<file path="src/rtl/core/ghtu_pkg.sv">
// Shared types and constants of the generational handle table unit.
// No dependencies; the free map, sequencer, top and checker refer to it by scoped names.
`timescale 1ns / 1ps

package ghtu_pkg;

  // Fixed field widths of the request and response beats
  localparam int unsigned REQ_BITS       = 3;
  localparam int unsigned IDX_BITS       = 6;
  localparam int unsigned PORT_GEN_BITS  = 16;
  localparam int unsigned TAG_BITS       = 4;
  localparam int unsigned PORT_ELEM_BITS = 32;
  localparam int unsigned STATUS_BITS    = 2;

  // Free bitmap row geometry
  localparam int unsigned FREE_ROW_SHIFT = 5;
  localparam int unsigned FREE_ROW_BITS  = 1 << FREE_ROW_SHIFT;

  typedef enum logic [REQ_BITS-1:0] {
    REQ_INSERT     = 3'd0,
    REQ_INSERT_NEW = 3'd1,
    REQ_REMOVE     = 3'd2,
    REQ_GET_HANDLE = 3'd3,
    REQ_GET_INDEX  = 3'd4,
    REQ_CLEAR      = 3'd5
  } req_e;

  typedef enum logic [STATUS_BITS-1:0] {
    ST_OK      = 2'd0,
    ST_INVALID = 2'd1,
    ST_FULL    = 2'd2
  } status_e;

  typedef enum logic [0:0] {
    CFG_HANDLE_KIND = 1'b0,
    CFG_DATA_KIND   = 1'b1
  } cfg_reg_e;

  typedef enum logic [1:0] {
    S_IDLE = 2'd0,
    S_FIND = 2'd1,
    S_SLOT = 2'd2
  } state_e;

  // Control from the sequencer to the free map
  typedef struct packed {
    logic rd_en;
    logic wr_en;
    logic clear;
  } fm_ctrl_t;

endpackage

</file>
<file path="src/rtl/core/ghtu_ram.sv">
// Generic single-write, single-read RAM with registered read data.
// Standalone; instanced for the slot store and the free bitmap.
`timescale 1ns / 1ps

module ghtu_ram #(
  parameter int unsigned WIDTH = 32,
  parameter int unsigned DEPTH = 64,
  localparam int unsigned AW   = (DEPTH > 1) ? $clog2(DEPTH) : 1
) (
  input  logic             clk_i,
  input  logic             we_i,
  input  logic [AW-1:0]    waddr_i,
  input  logic [WIDTH-1:0] wdata_i,
  input  logic             re_i,
  input  logic [AW-1:0]    raddr_i,
  output logic [WIDTH-1:0] rdata_o
);

  logic [WIDTH-1:0] mem_q [DEPTH];
  logic [WIDTH-1:0] rdata_q;

  // Write port
  always_ff @(posedge clk_i) begin
    if (we_i) begin
      mem_q[waddr_i] <= wdata_i;
    end
  end

  // Registered read port; data holds while no read is issued
  always_ff @(posedge clk_i) begin
    if (re_i) begin
      rdata_q <= mem_q[raddr_i];
    end
  end

  assign rdata_o = rdata_q;

endmodule

</file>
<file path="src/rtl/core/ghtu_free_map.sv">
// Free-slot bitmap: one RAM row per 32 slots plus a per-row summary.
// Depends on ghtu_pkg and ghtu_ram.
`timescale 1ns / 1ps

module ghtu_free_map #(
  parameter int unsigned CAPACITY = 64,
  localparam int unsigned NROWS   = (CAPACITY + ghtu_pkg::FREE_ROW_BITS - 1) /
                                    ghtu_pkg::FREE_ROW_BITS,
  localparam int unsigned ROW_AW  = (NROWS > 1) ? $clog2(NROWS) : 1,
  localparam int unsigned GW      = ROW_AW + ghtu_pkg::FREE_ROW_SHIFT,
  localparam int unsigned CMP_W   = GW + 1,
  localparam int unsigned CNT_W   = $clog2(CAPACITY + 1)
) (
  input  logic                                 clk_i,
  input  logic                                 rst_ni,
  input  ghtu_pkg::fm_ctrl_t                   ctrl_i,
  input  logic [ROW_AW-1:0]                    rd_row_i,
  input  logic [ROW_AW-1:0]                    wr_row_i,
  input  logic [ghtu_pkg::FREE_ROW_BITS-1:0]   wr_bits_i,
  input  logic [CNT_W-1:0]                     used_i,
  output logic                                 any_free_o,
  output logic [ROW_AW-1:0]                    first_row_o,
  output logic [ghtu_pkg::FREE_ROW_BITS-1:0]   rd_bits_o,
  output logic [ghtu_pkg::FREE_ROW_SHIFT-1:0]  first_bit_o
);

  logic [NROWS-1:0]                    summary_q;
  logic [ROW_AW-1:0]                   rd_row_q;
  logic [ghtu_pkg::FREE_ROW_BITS-1:0]  wr_mask;
  logic [ghtu_pkg::FREE_ROW_BITS-1:0]  rd_mask;
  logic [ghtu_pkg::FREE_ROW_BITS-1:0]  rd_live;
  logic [CMP_W-1:0]                    used_ext;

  assign used_ext = CMP_W'(used_i);

  ghtu_ram #(
    .WIDTH (ghtu_pkg::FREE_ROW_BITS),
    .DEPTH (NROWS)
  ) u_rows (
    .clk_i   (clk_i),
    .we_i    (ctrl_i.wr_en),
    .waddr_i (wr_row_i),
    .wdata_i (wr_bits_i),
    .re_i    (ctrl_i.rd_en),
    .raddr_i (rd_row_i),
    .rdata_o (rd_bits_o)
  );

  // Mask off bits of slots at or beyond the used count
  always_comb begin
    for (int j = 0; j < ghtu_pkg::FREE_ROW_BITS; j++) begin
      wr_mask[j] = CMP_W'({wr_row_i, ghtu_pkg::FREE_ROW_SHIFT'(j)}) < used_ext;
      rd_mask[j] = CMP_W'({rd_row_q, ghtu_pkg::FREE_ROW_SHIFT'(j)}) < used_ext;
    end
  end

  assign rd_live = rd_bits_o & rd_mask;

  // Track the row of the data sitting on the read port
  always_ff @(posedge clk_i) begin
    if (ctrl_i.rd_en) begin
      rd_row_q <= rd_row_i;
    end
  end

  // Summary: one bit per row that holds a live free slot
  always_ff @(posedge clk_i or negedge rst_ni) begin
    if (!rst_ni) begin
      summary_q <= '0;
    end else if (ctrl_i.clear) begin
      summary_q <= '0;
    end else if (ctrl_i.wr_en) begin
      summary_q[wr_row_i] <= |(wr_bits_i & wr_mask);
    end
  end

  // Lowest row with a free slot
  always_comb begin
    first_row_o = '0;
    for (int r = NROWS - 1; r >= 0; r--) begin
      if (summary_q[r]) begin
        first_row_o = ROW_AW'(r);
      end
    end
  end

  assign any_free_o = |summary_q;

  // Lowest free slot within the row just read
  always_comb begin
    first_bit_o = '0;
    for (int j = ghtu_pkg::FREE_ROW_BITS - 1; j >= 0; j--) begin
      if (rd_live[j]) begin
        first_bit_o = ghtu_pkg::FREE_ROW_SHIFT'(j);
      end
    end
  end

endmodule

</file>
<file path="src/rtl/core/ghtu_seq.sv">
// Request sequencer: FSM, request latch, used count, slot RMW, response register.
// Depends on ghtu_pkg; drives the slot RAM and the free map.
`timescale 1ns / 1ps

module ghtu_seq #(
  parameter int unsigned CAPACITY  = 64,
  parameter int unsigned GEN_BITS  = 16,
  parameter int unsigned ELEM_BITS = 32,
  localparam int unsigned IDX_W    = $clog2(CAPACITY),
  localparam int unsigned NROWS    = (CAPACITY + ghtu_pkg::FREE_ROW_BITS - 1) /
                                     ghtu_pkg::FREE_ROW_BITS,
  localparam int unsigned ROW_AW   = (NROWS > 1) ? $clog2(NROWS) : 1,
  localparam int unsigned GW       = ROW_AW + ghtu_pkg::FREE_ROW_SHIFT,
  localparam int unsigned CMP_W    = GW + 1,
  localparam int unsigned CNT_W    = $clog2(CAPACITY + 1),
  localparam int unsigned SW       = 1 + GEN_BITS + ELEM_BITS
) (
  input  logic                                   clk_i,
  input  logic                                   rst_ni,
  // request channel
  input  logic                                   in_valid_i,
  output logic                                   in_ready_o,
  input  logic [ghtu_pkg::REQ_BITS-1:0]          req_type_i,
  input  logic [ghtu_pkg::IDX_BITS-1:0]          slot_index_i,
  input  logic [ghtu_pkg::PORT_GEN_BITS-1:0]     slot_generation_i,
  input  logic [ghtu_pkg::TAG_BITS-1:0]          handle_kind_i,
  input  logic [ghtu_pkg::TAG_BITS-1:0]          data_kind_i,
  input  logic [ghtu_pkg::PORT_ELEM_BITS-1:0]    element_value_i,
  // response channel
  output logic                                   out_valid_o,
  input  logic                                   out_ready_i,
  output logic [ghtu_pkg::STATUS_BITS-1:0]       status_o,
  output logic [ghtu_pkg::IDX_BITS-1:0]          out_index_o,
  output logic [ghtu_pkg::PORT_GEN_BITS-1:0]     out_generation_o,
  output logic [ghtu_pkg::TAG_BITS-1:0]          out_handle_kind_o,
  output logic [ghtu_pkg::TAG_BITS-1:0]          out_data_kind_o,
  output logic                                   handle_valid_o,
  output logic [ghtu_pkg::PORT_ELEM_BITS-1:0]    out_element_o,
  // configured tags
  input  logic [ghtu_pkg::TAG_BITS-1:0]          hk_tag_i,
  input  logic [ghtu_pkg::TAG_BITS-1:0]          dk_tag_i,
  // slot RAM
  output logic                                   slot_re_o,
  output logic [IDX_W-1:0]                       slot_raddr_o,
  input  logic [SW-1:0]                          slot_rdata_i,
  output logic                                   slot_we_o,
  output logic [IDX_W-1:0]                       slot_waddr_o,
  output logic [SW-1:0]                          slot_wdata_o,
  // free map
  output ghtu_pkg::fm_ctrl_t                     fm_ctrl_o,
  output logic [ROW_AW-1:0]                      fm_rd_row_o,
  output logic [ROW_AW-1:0]                      fm_wr_row_o,
  output logic [ghtu_pkg::FREE_ROW_BITS-1:0]     fm_wr_bits_o,
  output logic [CNT_W-1:0]                       used_o,
  input  logic                                   fm_any_free_i,
  input  logic [ROW_AW-1:0]                      fm_first_row_i,
  input  logic [ghtu_pkg::FREE_ROW_BITS-1:0]     fm_rd_bits_i,
  input  logic [ghtu_pkg::FREE_ROW_SHIFT-1:0]    fm_first_bit_i
);

  localparam int unsigned GCMP_W = (GEN_BITS > ghtu_pkg::PORT_GEN_BITS) ?
                                   GEN_BITS : ghtu_pkg::PORT_GEN_BITS;
  localparam int unsigned RS     = ghtu_pkg::FREE_ROW_SHIFT;

  typedef struct packed {
    ghtu_pkg::status_e                       status;
    logic [ghtu_pkg::IDX_BITS-1:0]           index;
    logic [ghtu_pkg::PORT_GEN_BITS-1:0]      gen;
    logic [ghtu_pkg::TAG_BITS-1:0]           hk;
    logic [ghtu_pkg::TAG_BITS-1:0]           dk;
    logic                                    valid;
    logic [ghtu_pkg::PORT_ELEM_BITS-1:0]     elem;
  } res_t;

  ghtu_pkg::state_e state_q, state_d;

  // request latch
  logic [ghtu_pkg::REQ_BITS-1:0]       req_q;
  logic [ghtu_pkg::IDX_BITS-1:0]       idx_q;
  logic [ghtu_pkg::PORT_GEN_BITS-1:0]  gen_q;
  logic [ghtu_pkg::TAG_BITS-1:0]       hk_q;
  logic [ghtu_pkg::TAG_BITS-1:0]       dk_q;
  logic [ELEM_BITS-1:0]                elem_q;
  logic                                have_free_q;
  logic [ROW_AW-1:0]                   row_q, row_d;
  logic [RS-1:0]                       bit_q, bit_d;
  logic                                latch_req, latch_bit;

  logic [CNT_W-1:0] used_q, used_d;

  res_t res_q, res_d;
  logic out_valid_q, out_load, out_free;

  // decode helpers
  logic                  accept, is_ins_i;
  logic [GW-1:0]         idx_g_i, idx_g_q;
  logic [CMP_W-1:0]      used_g;
  logic                  word_free;
  logic [GEN_BITS-1:0]   word_gen, gen_inc;
  logic [ELEM_BITS-1:0]  word_elem;
  logic                  in_range, tags_ok, gen_ok, hval, ival, is_full;
  logic [ghtu_pkg::FREE_ROW_BITS-1:0] bit_mask;

  assign out_free  = !out_valid_q || out_ready_i;
  assign accept    = in_valid_i && in_ready_o;
  assign is_ins_i  = (req_type_i == ghtu_pkg::REQ_INSERT) ||
                     (req_type_i == ghtu_pkg::REQ_INSERT_NEW);

  assign idx_g_i   = GW'(slot_index_i);
  assign idx_g_q   = GW'(idx_q);
  assign used_g    = CMP_W'(used_q);

  assign word_free = slot_rdata_i[SW-1];
  assign word_gen  = slot_rdata_i[ELEM_BITS +: GEN_BITS];
  assign word_elem = slot_rdata_i[ELEM_BITS-1:0];
  assign gen_inc   = word_gen + GEN_BITS'(1);

  // Handle validity against the slot word just read
  assign in_range  = CMP_W'(idx_g_q) < used_g;
  assign tags_ok   = (hk_q == hk_tag_i) && (dk_q == dk_tag_i);
  assign gen_ok    = GCMP_W'(word_gen) == GCMP_W'(gen_q);
  assign hval      = tags_ok && in_range && !word_free && gen_ok;
  assign ival      = in_range && !word_free;
  assign is_full   = used_q == CNT_W'(CAPACITY);
  assign bit_mask  = ghtu_pkg::FREE_ROW_BITS'(1) << bit_q;

  // Next state
  always_comb begin : next_state
    state_d = state_q;
    unique case (state_q)
      ghtu_pkg::S_IDLE: begin
        if (in_valid_i) begin
          state_d = is_ins_i ? ghtu_pkg::S_FIND : ghtu_pkg::S_SLOT;
        end
      end
      ghtu_pkg::S_FIND: begin
        if (have_free_q) begin
          state_d = ghtu_pkg::S_SLOT;
        end else if (out_free) begin
          state_d = ghtu_pkg::S_IDLE;
        end
      end
      ghtu_pkg::S_SLOT: begin
        if (out_free) begin
          state_d = ghtu_pkg::S_IDLE;
        end
      end
      default: state_d = ghtu_pkg::S_IDLE;
    endcase
  end

  // Datapath control and response assembly
  always_comb begin : outputs
    in_ready_o   = 1'b0;
    slot_re_o    = 1'b0;
    slot_raddr_o = idx_g_i[IDX_W-1:0];
    slot_we_o    = 1'b0;
    slot_waddr_o = idx_g_q[IDX_W-1:0];
    slot_wdata_o = slot_rdata_i;
    fm_ctrl_o    = '0;
    fm_rd_row_o  = idx_g_i[GW-1:RS];
    fm_wr_row_o  = row_q;
    fm_wr_bits_o = fm_rd_bits_i;
    latch_req    = 1'b0;
    latch_bit    = 1'b0;
    row_d        = row_q;
    bit_d        = bit_q;
    used_d       = used_q;
    out_load     = 1'b0;
    res_d        = '0;

    unique case (state_q)
      ghtu_pkg::S_IDLE: begin
        in_ready_o = 1'b1;
        if (in_valid_i) begin
          // Read the slot word and the bitmap row this request needs
          latch_req       = 1'b1;
          latch_bit       = 1'b1;
          slot_re_o       = 1'b1;
          fm_ctrl_o.rd_en = 1'b1;
          if (is_ins_i) begin
            fm_rd_row_o = fm_any_free_i ? fm_first_row_i : used_g[GW-1:RS];
            bit_d       = used_g[RS-1:0];
          end else begin
            bit_d       = idx_g_i[RS-1:0];
          end
          row_d = fm_rd_row_o;
        end
      end

      ghtu_pkg::S_FIND: begin
        if (have_free_q) begin
          // Reuse the lowest free slot: fetch its word
          slot_re_o    = 1'b1;
          slot_raddr_o = IDX_W'({row_q, fm_first_bit_i});
          latch_bit    = 1'b1;
          bit_d        = fm_first_bit_i;
        end else if (out_free) begin
          out_load = 1'b1;
          if (is_full) begin
            res_d.status = ghtu_pkg::ST_FULL;
          end else begin
            // Append a fresh slot with generation zero
            slot_we_o       = 1'b1;
            slot_waddr_o    = IDX_W'(used_q);
            slot_wdata_o    = {1'b0, {GEN_BITS{1'b0}},
                               (req_q == ghtu_pkg::REQ_INSERT) ? elem_q
                                                               : {ELEM_BITS{1'b0}}};
            fm_ctrl_o.wr_en = 1'b1;
            fm_wr_bits_o    = fm_rd_bits_i & ~bit_mask;
            used_d          = used_q + CNT_W'(1);
            res_d.status    = ghtu_pkg::ST_OK;
            res_d.index     = ghtu_pkg::IDX_BITS'(used_q);
            res_d.hk        = hk_tag_i;
            res_d.dk        = dk_tag_i;
            res_d.valid     = 1'b1;
          end
        end
      end

      ghtu_pkg::S_SLOT: begin
        if (out_free) begin
          out_load = 1'b1;
          unique case (ghtu_pkg::req_e'(req_q))
            ghtu_pkg::REQ_INSERT, ghtu_pkg::REQ_INSERT_NEW: begin
              // Take the free slot and bump its generation
              slot_we_o       = 1'b1;
              slot_waddr_o    = IDX_W'({row_q, bit_q});
              slot_wdata_o    = {1'b0, gen_inc,
                                 (req_q == ghtu_pkg::REQ_INSERT) ? elem_q : word_elem};
              fm_ctrl_o.wr_en = 1'b1;
              fm_wr_bits_o    = fm_rd_bits_i & ~bit_mask;
              res_d.status    = ghtu_pkg::ST_OK;
              res_d.index     = ghtu_pkg::IDX_BITS'({row_q, bit_q});
              res_d.gen       = ghtu_pkg::PORT_GEN_BITS'(gen_inc);
              res_d.hk        = hk_tag_i;
              res_d.dk        = dk_tag_i;
              res_d.valid     = 1'b1;
            end
            ghtu_pkg::REQ_REMOVE: begin
              // Free the slot only behind a live handle
              slot_we_o       = hval;
              slot_wdata_o    = {1'b1, word_gen, word_elem};
              fm_ctrl_o.wr_en = hval;
              fm_wr_bits_o    = fm_rd_bits_i | bit_mask;
              res_d.status    = hval ? ghtu_pkg::ST_OK : ghtu_pkg::ST_INVALID;
              res_d.index     = idx_q;
              res_d.gen       = gen_q;
              res_d.hk        = hk_q;
              res_d.dk        = dk_q;
            end
            ghtu_pkg::REQ_GET_HANDLE: begin
              res_d.status = hval ? ghtu_pkg::ST_OK : ghtu_pkg::ST_INVALID;
              res_d.index  = idx_q;
              res_d.gen    = gen_q;
              res_d.hk     = hk_q;
              res_d.dk     = dk_q;
              res_d.valid  = hval;
              res_d.elem   = hval ? ghtu_pkg::PORT_ELEM_BITS'(word_elem) : '0;
            end
            ghtu_pkg::REQ_GET_INDEX: begin
              // Slots past the used count read as generation zero
              res_d.status = ival ? ghtu_pkg::ST_OK : ghtu_pkg::ST_INVALID;
              res_d.index  = idx_q;
              res_d.gen    = in_range ? ghtu_pkg::PORT_GEN_BITS'(word_gen) : '0;
              res_d.hk     = hk_tag_i;
              res_d.dk     = dk_tag_i;
              res_d.valid  = ival;
              res_d.elem   = ival ? ghtu_pkg::PORT_ELEM_BITS'(word_elem) : '0;
            end
            ghtu_pkg::REQ_CLEAR: begin
              used_d          = '0;
              fm_ctrl_o.clear = 1'b1;
              res_d.status    = ghtu_pkg::ST_OK;
            end
            default: begin
              res_d.status = ghtu_pkg::ST_INVALID;
            end
          endcase
        end
      end

      default: ;
    endcase
  end

  // Control registers
  always_ff @(posedge clk_i or negedge rst_ni) begin
    if (!rst_ni) begin
      state_q     <= ghtu_pkg::S_IDLE;
      used_q      <= '0;
      out_valid_q <= 1'b0;
    end else begin
      state_q <= state_d;
      used_q  <= used_d;
      if (out_load) begin
        out_valid_q <= 1'b1;
      end else if (out_ready_i) begin
        out_valid_q <= 1'b0;
      end
    end
  end

  // Payload registers: request latch, slot position, response beat
  always_ff @(posedge clk_i) begin
    if (latch_req) begin
      req_q       <= req_type_i;
      idx_q       <= slot_index_i;
      gen_q       <= slot_generation_i;
      hk_q        <= handle_kind_i;
      dk_q        <= data_kind_i;
      elem_q      <= ELEM_BITS'(element_value_i);
      have_free_q <= fm_any_free_i;
      row_q       <= row_d;
    end
    if (latch_bit) begin
      bit_q <= bit_d;
    end
    if (out_load) begin
      res_q <= res_d;
    end
  end

  assign used_o            = used_q;
  assign out_valid_o       = out_valid_q;
  assign status_o          = res_q.status;
  assign out_index_o       = res_q.index;
  assign out_generation_o  = res_q.gen;
  assign out_handle_kind_o = res_q.hk;
  assign out_data_kind_o   = res_q.dk;
  assign handle_valid_o    = res_q.valid;
  assign out_element_o     = res_q.elem;

endmodule

</file>
<file path="src/rtl/core/generational_handle_table_unit.sv">
// Top level of the generational handle table unit: config registers and wiring.
// Depends on ghtu_pkg, ghtu_ram, ghtu_free_map and ghtu_seq.
`timescale 1ns / 1ps

// A slot table that hands out handles of index, generation and two kind tags.
// One request is in flight at a time and every request returns one response
// beat. Remove, both gets, clear and an appending insert go from acceptance
// through S_SLOT (S_FIND for an append) to the response register; an insert
// reusing a freed slot goes through S_FIND and then S_SLOT, because the bitmap
// row must be read before the chosen slot's word; both memories register reads.
// The response register lets the next request enter while a response waits.
// Reset and clear take effect at once: slots at or past the used count read
// as empty with generation zero, so no memory clearing pass is needed.
// Configuration (the two kind tags) must be written only while the unit is idle; the block does not enforce this.
module generational_handle_table_unit #(
  parameter int unsigned CAPACITY  = 64,
  parameter int unsigned GEN_BITS  = 16,
  parameter int unsigned ELEM_BITS = 32
) (
  input  logic                                 clk_i,
  input  logic                                 rst_ni,
  // configuration write port
  input  logic                                 cfg_we_i,
  input  logic                                 cfg_index_i,
  input  logic [ghtu_pkg::TAG_BITS-1:0]        cfg_data_i,
  // request channel
  input  logic                                 in_valid_i,
  output logic                                 in_ready_o,
  input  logic [ghtu_pkg::REQ_BITS-1:0]        req_type_i,
  input  logic [ghtu_pkg::IDX_BITS-1:0]        slot_index_i,
  input  logic [ghtu_pkg::PORT_GEN_BITS-1:0]   slot_generation_i,
  input  logic [ghtu_pkg::TAG_BITS-1:0]        handle_kind_i,
  input  logic [ghtu_pkg::TAG_BITS-1:0]        data_kind_i,
  input  logic [ghtu_pkg::PORT_ELEM_BITS-1:0]  element_value_i,
  // response channel
  output logic                                 out_valid_o,
  input  logic                                 out_ready_i,
  output logic [ghtu_pkg::STATUS_BITS-1:0]     status_o,
  output logic [ghtu_pkg::IDX_BITS-1:0]        out_index_o,
  output logic [ghtu_pkg::PORT_GEN_BITS-1:0]   out_generation_o,
  output logic [ghtu_pkg::TAG_BITS-1:0]        out_handle_kind_o,
  output logic [ghtu_pkg::TAG_BITS-1:0]        out_data_kind_o,
  output logic                                 handle_valid_o,
  output logic [ghtu_pkg::PORT_ELEM_BITS-1:0]  out_element_o
);

  localparam int unsigned IDX_W  = $clog2(CAPACITY);
  localparam int unsigned NROWS  = (CAPACITY + ghtu_pkg::FREE_ROW_BITS - 1) /
                                   ghtu_pkg::FREE_ROW_BITS;
  localparam int unsigned ROW_AW = (NROWS > 1) ? $clog2(NROWS) : 1;
  localparam int unsigned CNT_W  = $clog2(CAPACITY + 1);
  localparam int unsigned SW     = 1 + GEN_BITS + ELEM_BITS;

  logic [ghtu_pkg::TAG_BITS-1:0] hk_tag_q, dk_tag_q;

  logic                 slot_re, slot_we;
  logic [IDX_W-1:0]     slot_raddr, slot_waddr;
  logic [SW-1:0]        slot_rdata, slot_wdata;

  ghtu_pkg::fm_ctrl_t                    fm_ctrl;
  logic [ROW_AW-1:0]                     fm_rd_row, fm_wr_row, fm_first_row;
  logic [ghtu_pkg::FREE_ROW_BITS-1:0]    fm_wr_bits, fm_rd_bits;
  logic [ghtu_pkg::FREE_ROW_SHIFT-1:0]   fm_first_bit;
  logic                                  fm_any_free;
  logic [CNT_W-1:0]                      used;

  // Kind tag registers
  always_ff @(posedge clk_i or negedge rst_ni) begin
    if (!rst_ni) begin
      hk_tag_q <= '0;
      dk_tag_q <= '0;
    end else if (cfg_we_i) begin
      unique case (ghtu_pkg::cfg_reg_e'(cfg_index_i))
        ghtu_pkg::CFG_HANDLE_KIND: hk_tag_q <= cfg_data_i;
        ghtu_pkg::CFG_DATA_KIND:   dk_tag_q <= cfg_data_i;
        default: ;
      endcase
    end
  end

  // Slot store: {free mark, generation, element} per slot
  ghtu_ram #(
    .WIDTH (SW),
    .DEPTH (CAPACITY)
  ) u_slots (
    .clk_i   (clk_i),
    .we_i    (slot_we),
    .waddr_i (slot_waddr),
    .wdata_i (slot_wdata),
    .re_i    (slot_re),
    .raddr_i (slot_raddr),
    .rdata_o (slot_rdata)
  );

  ghtu_free_map #(
    .CAPACITY (CAPACITY)
  ) u_free_map (
    .clk_i       (clk_i),
    .rst_ni      (rst_ni),
    .ctrl_i      (fm_ctrl),
    .rd_row_i    (fm_rd_row),
    .wr_row_i    (fm_wr_row),
    .wr_bits_i   (fm_wr_bits),
    .used_i      (used),
    .any_free_o  (fm_any_free),
    .first_row_o (fm_first_row),
    .rd_bits_o   (fm_rd_bits),
    .first_bit_o (fm_first_bit)
  );

  ghtu_seq #(
    .CAPACITY  (CAPACITY),
    .GEN_BITS  (GEN_BITS),
    .ELEM_BITS (ELEM_BITS)
  ) u_seq (
    .clk_i             (clk_i),
    .rst_ni            (rst_ni),
    .in_valid_i        (in_valid_i),
    .in_ready_o        (in_ready_o),
    .req_type_i        (req_type_i),
    .slot_index_i      (slot_index_i),
    .slot_generation_i (slot_generation_i),
    .handle_kind_i     (handle_kind_i),
    .data_kind_i       (data_kind_i),
    .element_value_i   (element_value_i),
    .out_valid_o       (out_valid_o),
    .out_ready_i       (out_ready_i),
    .status_o          (status_o),
    .out_index_o       (out_index_o),
    .out_generation_o  (out_generation_o),
    .out_handle_kind_o (out_handle_kind_o),
    .out_data_kind_o   (out_data_kind_o),
    .handle_valid_o    (handle_valid_o),
    .out_element_o     (out_element_o),
    .hk_tag_i          (hk_tag_q),
    .dk_tag_i          (dk_tag_q),
    .slot_re_o         (slot_re),
    .slot_raddr_o      (slot_raddr),
    .slot_rdata_i      (slot_rdata),
    .slot_we_o         (slot_we),
    .slot_waddr_o      (slot_waddr),
    .slot_wdata_o      (slot_wdata),
    .fm_ctrl_o         (fm_ctrl),
    .fm_rd_row_o       (fm_rd_row),
    .fm_wr_row_o       (fm_wr_row),
    .fm_wr_bits_o      (fm_wr_bits),
    .used_o            (used),
    .fm_any_free_i     (fm_any_free),
    .fm_first_row_i    (fm_first_row),
    .fm_rd_bits_i      (fm_rd_bits),
    .fm_first_bit_i    (fm_first_bit)
  );

endmodule

</file>
<file path="config.mk">
export PLATFORM = sky130hd
export DESIGN_NAME = generational_handle_table_unit
export DESIGN_NICKNAME = d
export VERILOG_FILES = /design/src/rtl/core/ghtu_pkg.sv /design/src/rtl/core/ghtu_ram.sv /design/src/rtl/core/ghtu_free_map.sv /design/src/rtl/core/ghtu_seq.sv /design/src/rtl/core/generational_handle_table_unit.sv
export SDC_FILE = /design/constraint.sdc
export NUM_CORES = 2
export LEC_CHECK = 0
export BUFFER_PORTS_ARGS = -buffer_cell sky130_fd_sc_hd__buf_2
export CELL_PAD_IN_SITES_DETAIL_PLACEMENT = 0
export CELL_PAD_IN_SITES_GLOBAL_PLACEMENT = 2
export CORE_MARGIN = 3
export CORE_UTILIZATION = 35
export DETAILED_ROUTE_END_ITERATION = 10
export PLACE_DENSITY = 0.61
export SYNTH_ARGS = -nofsm -noshare
export SYNTH_HDL_FRONTEND = slang
export SYNTH_SLANG_ARGS = --single-unit
</file>
<file path="constraint.sdc">
create_clock -name clk_i -period 7.9 [get_ports clk_i]
set_clock_uncertainty 0.1 [all_clocks]
set_input_delay 0.395 -clock clk_i [delete_from_list [all_inputs] [get_ports clk_i]]
set_output_delay 0.395 -clock clk_i [all_outputs]
set_load 0.01 [all_outputs]
</file>
* After elaboration in Yosys (flattened, before gate mapping)
Memories as Yosys holds them, arrays and structs flattened. A register that Yosys moved wholly into a read port is not among the register bits. Cells that the tools add are included.
Word-level totals: bits in writable memories 3200, word-level logic and storage cells 271, register bits 158, bits of input ports 75, output and inout bits 67, memories kept 2
Memory list:
- u_slots.mem_q | depth 64, bits a word 49, rd ports 1, clocked after Yosys merged registers in 1, write ports 1, line ghtu_ram.sv:19 | logic [WIDTH-1:0] mem_q [DEPTH];
- u_free_map.u_rows.mem_q | depth 2, bits a word 32, rd ports 1, clocked after Yosys merged registers in 1, write ports 1, line ghtu_ram.sv:19
Operators by class: equal/unequal tests 19, shift-type cells 1, reductions and logical operators 28, magnitude comparators 67, add/subtract/negate cells 2, bitwise logic cells 6, mux-type cells 123
Operators by type and width (number):
- < comparator 6 x 7 -> 1 bit | 65
- 2-to-1 mux 32 bit | 8
- 2-to-1 mux 49 bit | 4
- case mux 49 bit (2 select lines) | 2
- case mux 32 bit (2 select lines) | 3
- 2-to-1 mux 5 bit | 35
- AND 32 bit | 3
- case mux 30 bit (3 select lines) | 1
- 2-to-1 mux 65 bit | 1
- 2-to-1 mux 6 bit | 8
- 2-to-1 mux 7 bit | 5
- inverter 32 bit | 1
- OR 32 bit | 1
- OR reduction 32 bit | 1
- << shifter 1 x 5 -> 32 bit, first input constant | 1
- 2-to-1 mux 1 bit | 27
- 2-to-1 mux 9 bit | 3
- case mux 9 bit (2 select lines) | 1
- adder 16 x 1 -> 16 bit, second input constant | 1
- == test 16 bit | 1
- 2-to-1 mux 16 bit | 1
- 2-to-1 mux 2 bit | 8
- 2-to-1 mux 8 bit | 2
- case mux 8 bit (2 select lines) | 1
- 33 further kinds | 62

* Logic depth before layout (Yosys ltp)
depth in word-level cells 36, gate-level depth with buffers 21, mapped depth without buffers 13

* Cells and area by module
Synthesis repeated with hierarchy kept, for this count alone.
Unflattened totals: cells, all modules 6524, area, all modules 134433.9 µm²
By module, submodules not included:
- ghtu_ram at u_slots | cells each 5348, instances 1, seq. area each 95641.7 µm², area an instance 120967.3 µm²
- ghtu_seq | cells each 804, instances 1, seq. area each 4364.2 µm², area an instance 8299.2 µm²
- ghtu_ram at u_free_map.u_rows | cells each 134, instances 1, seq. area each 2882.8 µm², area an instance 3439.5 µm²
- ghtu_free_map | cells each 220, instances 1, seq. area each 80.1 µm², area an instance 1402.6 µm²
- generational_handle_table_unit | cells each 18, instances 1, seq. area each 200.2 µm², area an instance 325.3 µm²

* Worst setup path after synthesis
OpenSTA, ideal clock, no wires.
kind reg2reg, start register u_seq.used_q[1], in the netlist u_seq.used_o[1], end memory u_slots.mem_q[0][38] (netlist name) (data pin), arrival time 5357 ps, buffers on the path 6, setup time 702 ps, period minus slack after synthesis 6159 ps, stages on the path, launching flop included 14, slack 1741 ps, data required time 7098 ps, path through dfrtp_1 buf_2 buf_1 inv_1 ha_1 nor4bb_1 a211oi_1 o211ai_1 clkbuf_1 clkbuf_1 clkbuf_1 clkbuf_1 a21oi_1 o21ai_0
Between the ends: longest elaborated chain between the ends 5
RTL lines:
- from (decl) | line ghtu_seq.sv:89 | logic [CNT_W-1:0] used_q, used_d;
- from (signal assigned) | line ghtu_seq.sv:295 | used_q <= used_d;
- == test 7 bit | line ghtu_seq.sv:124 | assign is_full = used_q == CNT_W'(CAPACITY);
- 2-to-1 mux 49 bit | line ghtu_seq.sv:200 | if (is_full) begin
- 2-to-1 mux 49 bit | line ghtu_seq.sv:198 | end else if (out_free) begin
- 2-to-1 mux 49 bit | line ghtu_seq.sv:192 | if (have_free_q) begin
- case mux 49 bit (2 select lines) | line ghtu_seq.sv:172 | unique case (state_q)
- named net slot_wdata[38] | line generational_handle_table_unit.sv:58 | logic [SW-1:0] slot_rdata, slot_wdata;
- to (decl) | line ghtu_ram.sv:19
The timed path passes the listed nets, and every way through them passes these cells.

* Worst setup path after layout
start register u_seq.used_q[5], in the netlist u_seq.used_o[5], end register u_slots.rdata_q[40], in the netlist u_slots.rdata_o[40] (read register of u_slots.mem_q) (data pin)
Between the ends: longest elaborated chain between the ends 36, elaborated cells on any way between the ends 67, those cells by class order compare: 32; mux: 34; bitwise: 1
RTL lines:
- < comparator 6 x 7 -> 1 bit | line ghtu_free_map.sv:53 | rd_mask[j] = CMP_W'({rd_row_q, ghtu_pkg::FREE_ROW_SHIFT'(j)}) < used_ext;
- AND 32 bit (*) | line ghtu_free_map.sv:57 | assign rd_live = rd_bits_o & rd_mask;
- 2-to-1 mux 5 bit (31 in a row) | line ghtu_free_map.sv:93 | if (rd_live[j]) begin
- 2-to-1 mux 5 bit (*) | line ghtu_free_map.sv:93
- 2-to-1 mux 6 bit (*) | line ghtu_seq.sv:192
- 2-to-1 mux 6 bit (*) | line ghtu_seq.sv:172
- to (decl) | line ghtu_ram.sv:20 | logic [WIDTH-1:0] rdata_q;
Every way passes the cells marked *; elsewhere a longest branch is shown, timed or not. A chain may end at the register's enable or synchronous reset.

==> impl_metrics.ini <==
[min_path]
hold_depth = 2
hold_class = in2reg

[floorplanning]
start_util_pct = 35.2
io_pins = 142
core_um2 = 393000
die_y_um = 634
die_x_um = 634
dieArea_um2 = 402000
rows = 230

[worst_setup_path]
path_depth = 15
crit_required_ns = 8.62
worst-path-buf-inv = 3
cp_slowest_cell = nor4_1
r2r_cells = 15
cpMostUsedCell = buf_4
critPathTopFamily = compound AO/OA/AOI/OAI gates
critPathMaxFanout = 30
path_cells = inv_1, ha_1, nor2b_1, buf_4, nor2_1, o21a_1, a311oi_1, o2111a_1, o21a_4, buf_4, mux2i_1, o221ai_1, a21oi_1, nor4_1, or4_1
cp-end-kind = register
critPathMaxStageDelay_ns = 1.20
crit_type = reg2reg
critPathArrivalTime_ns = 7.47
cp-start-kind = register

[cells_and_area]
instances_no_fill = 15600
fin_nets = 10200
drive_above_1_share_pct = 13.4
area_growth_pct = 17.0

[logic_synthesis]
synth.area.mux_share_pct = 5.23
synth-async-reset-ratio_pct = 0.582
avgSynthCellArea_um2 = 14.4
yosys.cell_types.count = 103
synth.most_common_cell = edfxtp_1
synth_area_leaders = edfxtp_1, nand2_1, mux2i_1, a21oi_1, nand3_1
yosysWarnings = 0
yosys.area_share.simple_pct = 9.56
synth_flop_cell = edfxtp_1
synth_compound_area_share_pct = 8.01
synth_top_family_by_area = simple AND/OR/NAND/NOR gates
synthAdderAreaFrac_pct = 0.152
yosys.area_share.xor_xnor_pct = 0.241
synth-seq-area-share_pct = 74.7
syn_area_um2 = 138000
synth_nets = 9651
ys_seq_elements = 3439
synth.top_cells.by_count = edfxtp_1, nand2_1, a21oi_1
synth_top_area_cell = edfxtp_1
synth_top_cell_area_share_pct = 74.3
netlist_instances = 9560
synth_enable_flop_cells = 3419

[global_routing]
grt_pass1_wl_um = 713000
grtUsageTotal_pct = 25.2
grt_pass1_vias = 85700
grt-ovfl-total = 0
antenna_found_initial = 30
grt_start_max_net_pins = 91

[placed_design]
dp_hpwl_um = 305000
place_congestion = 0.880
portBuffers = 141
dp.cells = 14800

[routing]
drc_errors = 0
drt_first_pass_iters = 8
drt-met1-wl_um = 224000
wire_per_inst_um = 33.2
routed-wl-met2_um = 247000
viasPerCell = 5.67
dr_wl_met3_um = 31100
vias = 88600
drt_iter0_markers = 9987
ant_nets = 0
drt-total-wl_um = 519000
top_layer = met5

[sta]
finalCritPeriodShare_pct = 85.4
slew_viol_final = 1
timing.fmax_mhz = 148
slew_headroom_pct = -2.19
hold_viol_final = 0
period_needed_ns = 6.75
grt_setup_unrepaired = false
setup_viol = 0
tightest_slew_ns = 1.49
fin_tns_setup_ns = 0

[clock_tree]
cts_hold_buffers = 104
clk_latency_ns = 0.97
cts_resized = 0
cts-root-buf = clkbuf_16
ctsLongestPathBuffers = 4
clkSinkCount = 3439
h-tree-depth = 5
cts-buffers-inserted = 385
cts_setup_buffers = 0
clk_pin_slew_ns = 0.06
cts_tree = yes

[pwr]
max-vdd-ir-drop_uv = 256
total_power_mw = 55.9
p_leak_nw = 55.0
power-per-cell-area_nw_per_um2 = 346

[status]
violations = capacitance limit, slew limit
status = finished with violations

[run]
drv_cap = 2
## placed cells by master, fill, tap and decap left out, types with 31 or more instances in the layout
cell           count
mux2_2            43
clkinv_1          94
bufinv_16         34
o21ai_0          171
a31oi_1           57
buf_12            83
clkbuf_16        390
dlygate4sd3_1    103
buf_2            142
edfxtp_1        3419
nor3_1            63
buf_4            412
nand3_1          610
inv_1             31
nand2_1         1810
o221ai_1         256
or4_1             52
nor4_1            92
clkinv_2          55
and2_1            52
a2111oi_0         50
mux2i_1          671
nor2_4            74
clkbuf_1          85
nor2_1           100
nand4_1           38
a22oi_1           92
a21oi_1          725
## per-stage QoR
step / util, % / hold WS [ns] / worst slack, ns / area (um2)
2_1_floorplan: - / -0.000591 / 1.74 / 138000
3_3_place_gp: 37.7 / 0.332 / 0.205 / 148000
3_5_place_dp: 37.7 / 0.343 / 1.19 / 148000
4_1_cts: 41.1 / 0.00164 / 1.14 / 162000
5_1_grt: 41.1 / 0.0428 / 0.785 / 162000
6_report: 41.2 / 0.0757 / 1.15 / 162000
## area by class of cell
cell class | instances | area [um2]
Timing Repair Buffer | 740 | 6500
Fill cell | 35800 | 231000
Clock inverter | 213 | 2140
Sequential cell | 3439 | 103000
Antenna cell | 22 | 55.1
Inverter | 34 | 133
Tap cell | 5220 | 6530
Multi-Input combinational cell | 5475 | 33000
Clock buffer | 478 | 10100
## state kept, by name (all words and copies together), names as in the netlist, 3 cells and up
| register | cells |
|---|---|
| dk_tag_q | 4 |
| hk_tag_q | 4 |
| u_free_map.u_rows.mem_q | 64 |
| u_free_map.u_rows.rdata_o | 32 |
| u_seq.bit_q | 5 |
| u_seq.dk_q | 4 |
| u_seq.elem_q | 32 |
| u_seq.gen_q | 16 |
| u_seq.hk_q | 4 |
| u_seq.idx_g_q | 6 |
| u_seq.out_data_kind_o | 4 |
| u_seq.out_element_o | 32 |
| u_seq.out_generation_o | 16 |
| u_seq.out_handle_kind_o | 4 |
| u_seq.out_index_o | 6 |
| u_seq.req_q | 3 |
| u_seq.used_o | 7 |
| u_slots.mem_q | 3136 |
| u_slots.rdata_o | 49 |
## worst register-to-register path: stages (launching register included)
cell and delay (ns):
dfrtp_1 0.49, inv_1 0.20, ha_1 0.35, nor2b_1 0.21, buf_4 0.23, nor2_1 0.14
o21a_1 0.14, a311oi_1 0.78, o2111a_1 0.48, o21a_4 0.91, buf_4 0.57, mux2i_1 0.18
o221ai_1 0.26, a21oi_1 0.11, nor4_1 1.20, or4_1 0.28
## metal layers
| layer | up-vias | track usage [%] |
|---|---|---|
| met3 | 709 | 3.07 |
| met1 | 46800 | 34.9 |
| met5 | - | 0 |
| met2 | 3383 | 41.4 |
| met4 | 6 | 7.71 |
| li1 | 37800 | - |
## final timing paths
kind,endpoint,startpoint,slack (ns)
hold / removal,u_seq.elem_q[26]$_DFFE_PP_,element_value_i[26],0.08
hold reg to reg,u_free_map.u_rows.rdata_o[24]$_DFFE_PP_,u_free_map.u_rows.mem_q[1][24]$_DFFE_PP_,0.45
setup / recovery,u_slots.rdata_o[40]$_DFFE_PP_,u_seq.used_o[5]$_DFFE_PN0P_,1.15
min in group asynchronous,u_seq.state_q[1]$_DFFE_PN0N_,rst_ni,0.41
setup reg to reg,u_slots.rdata_o[40]$_DFFE_PP_,u_seq.used_o[5]$_DFFE_PN0P_,1.15
max in group asynchronous,hk_tag_q[3]$_DFFE_PN0P_,rst_ni,7.10
## kinds of logic after synthesis
kind of cell / Yosys count
AO/OA/AOI/OAI: 1687
multiplexers: 716
flip-flops: 3439
XOR/XNOR: 38
adder cells (fa/ha/maj): 17
AND/OR/NAND/NOR: 3017
buffers and inverters: 646
## power breakdown
group,total [mW],switching [mW],internal [mW]
Sequential,24.9,0.719,24.1
Combinational,13.4,10.2,3.14
Clock,17.6,7.46,10.2
(Power assumes the default switching activity.)
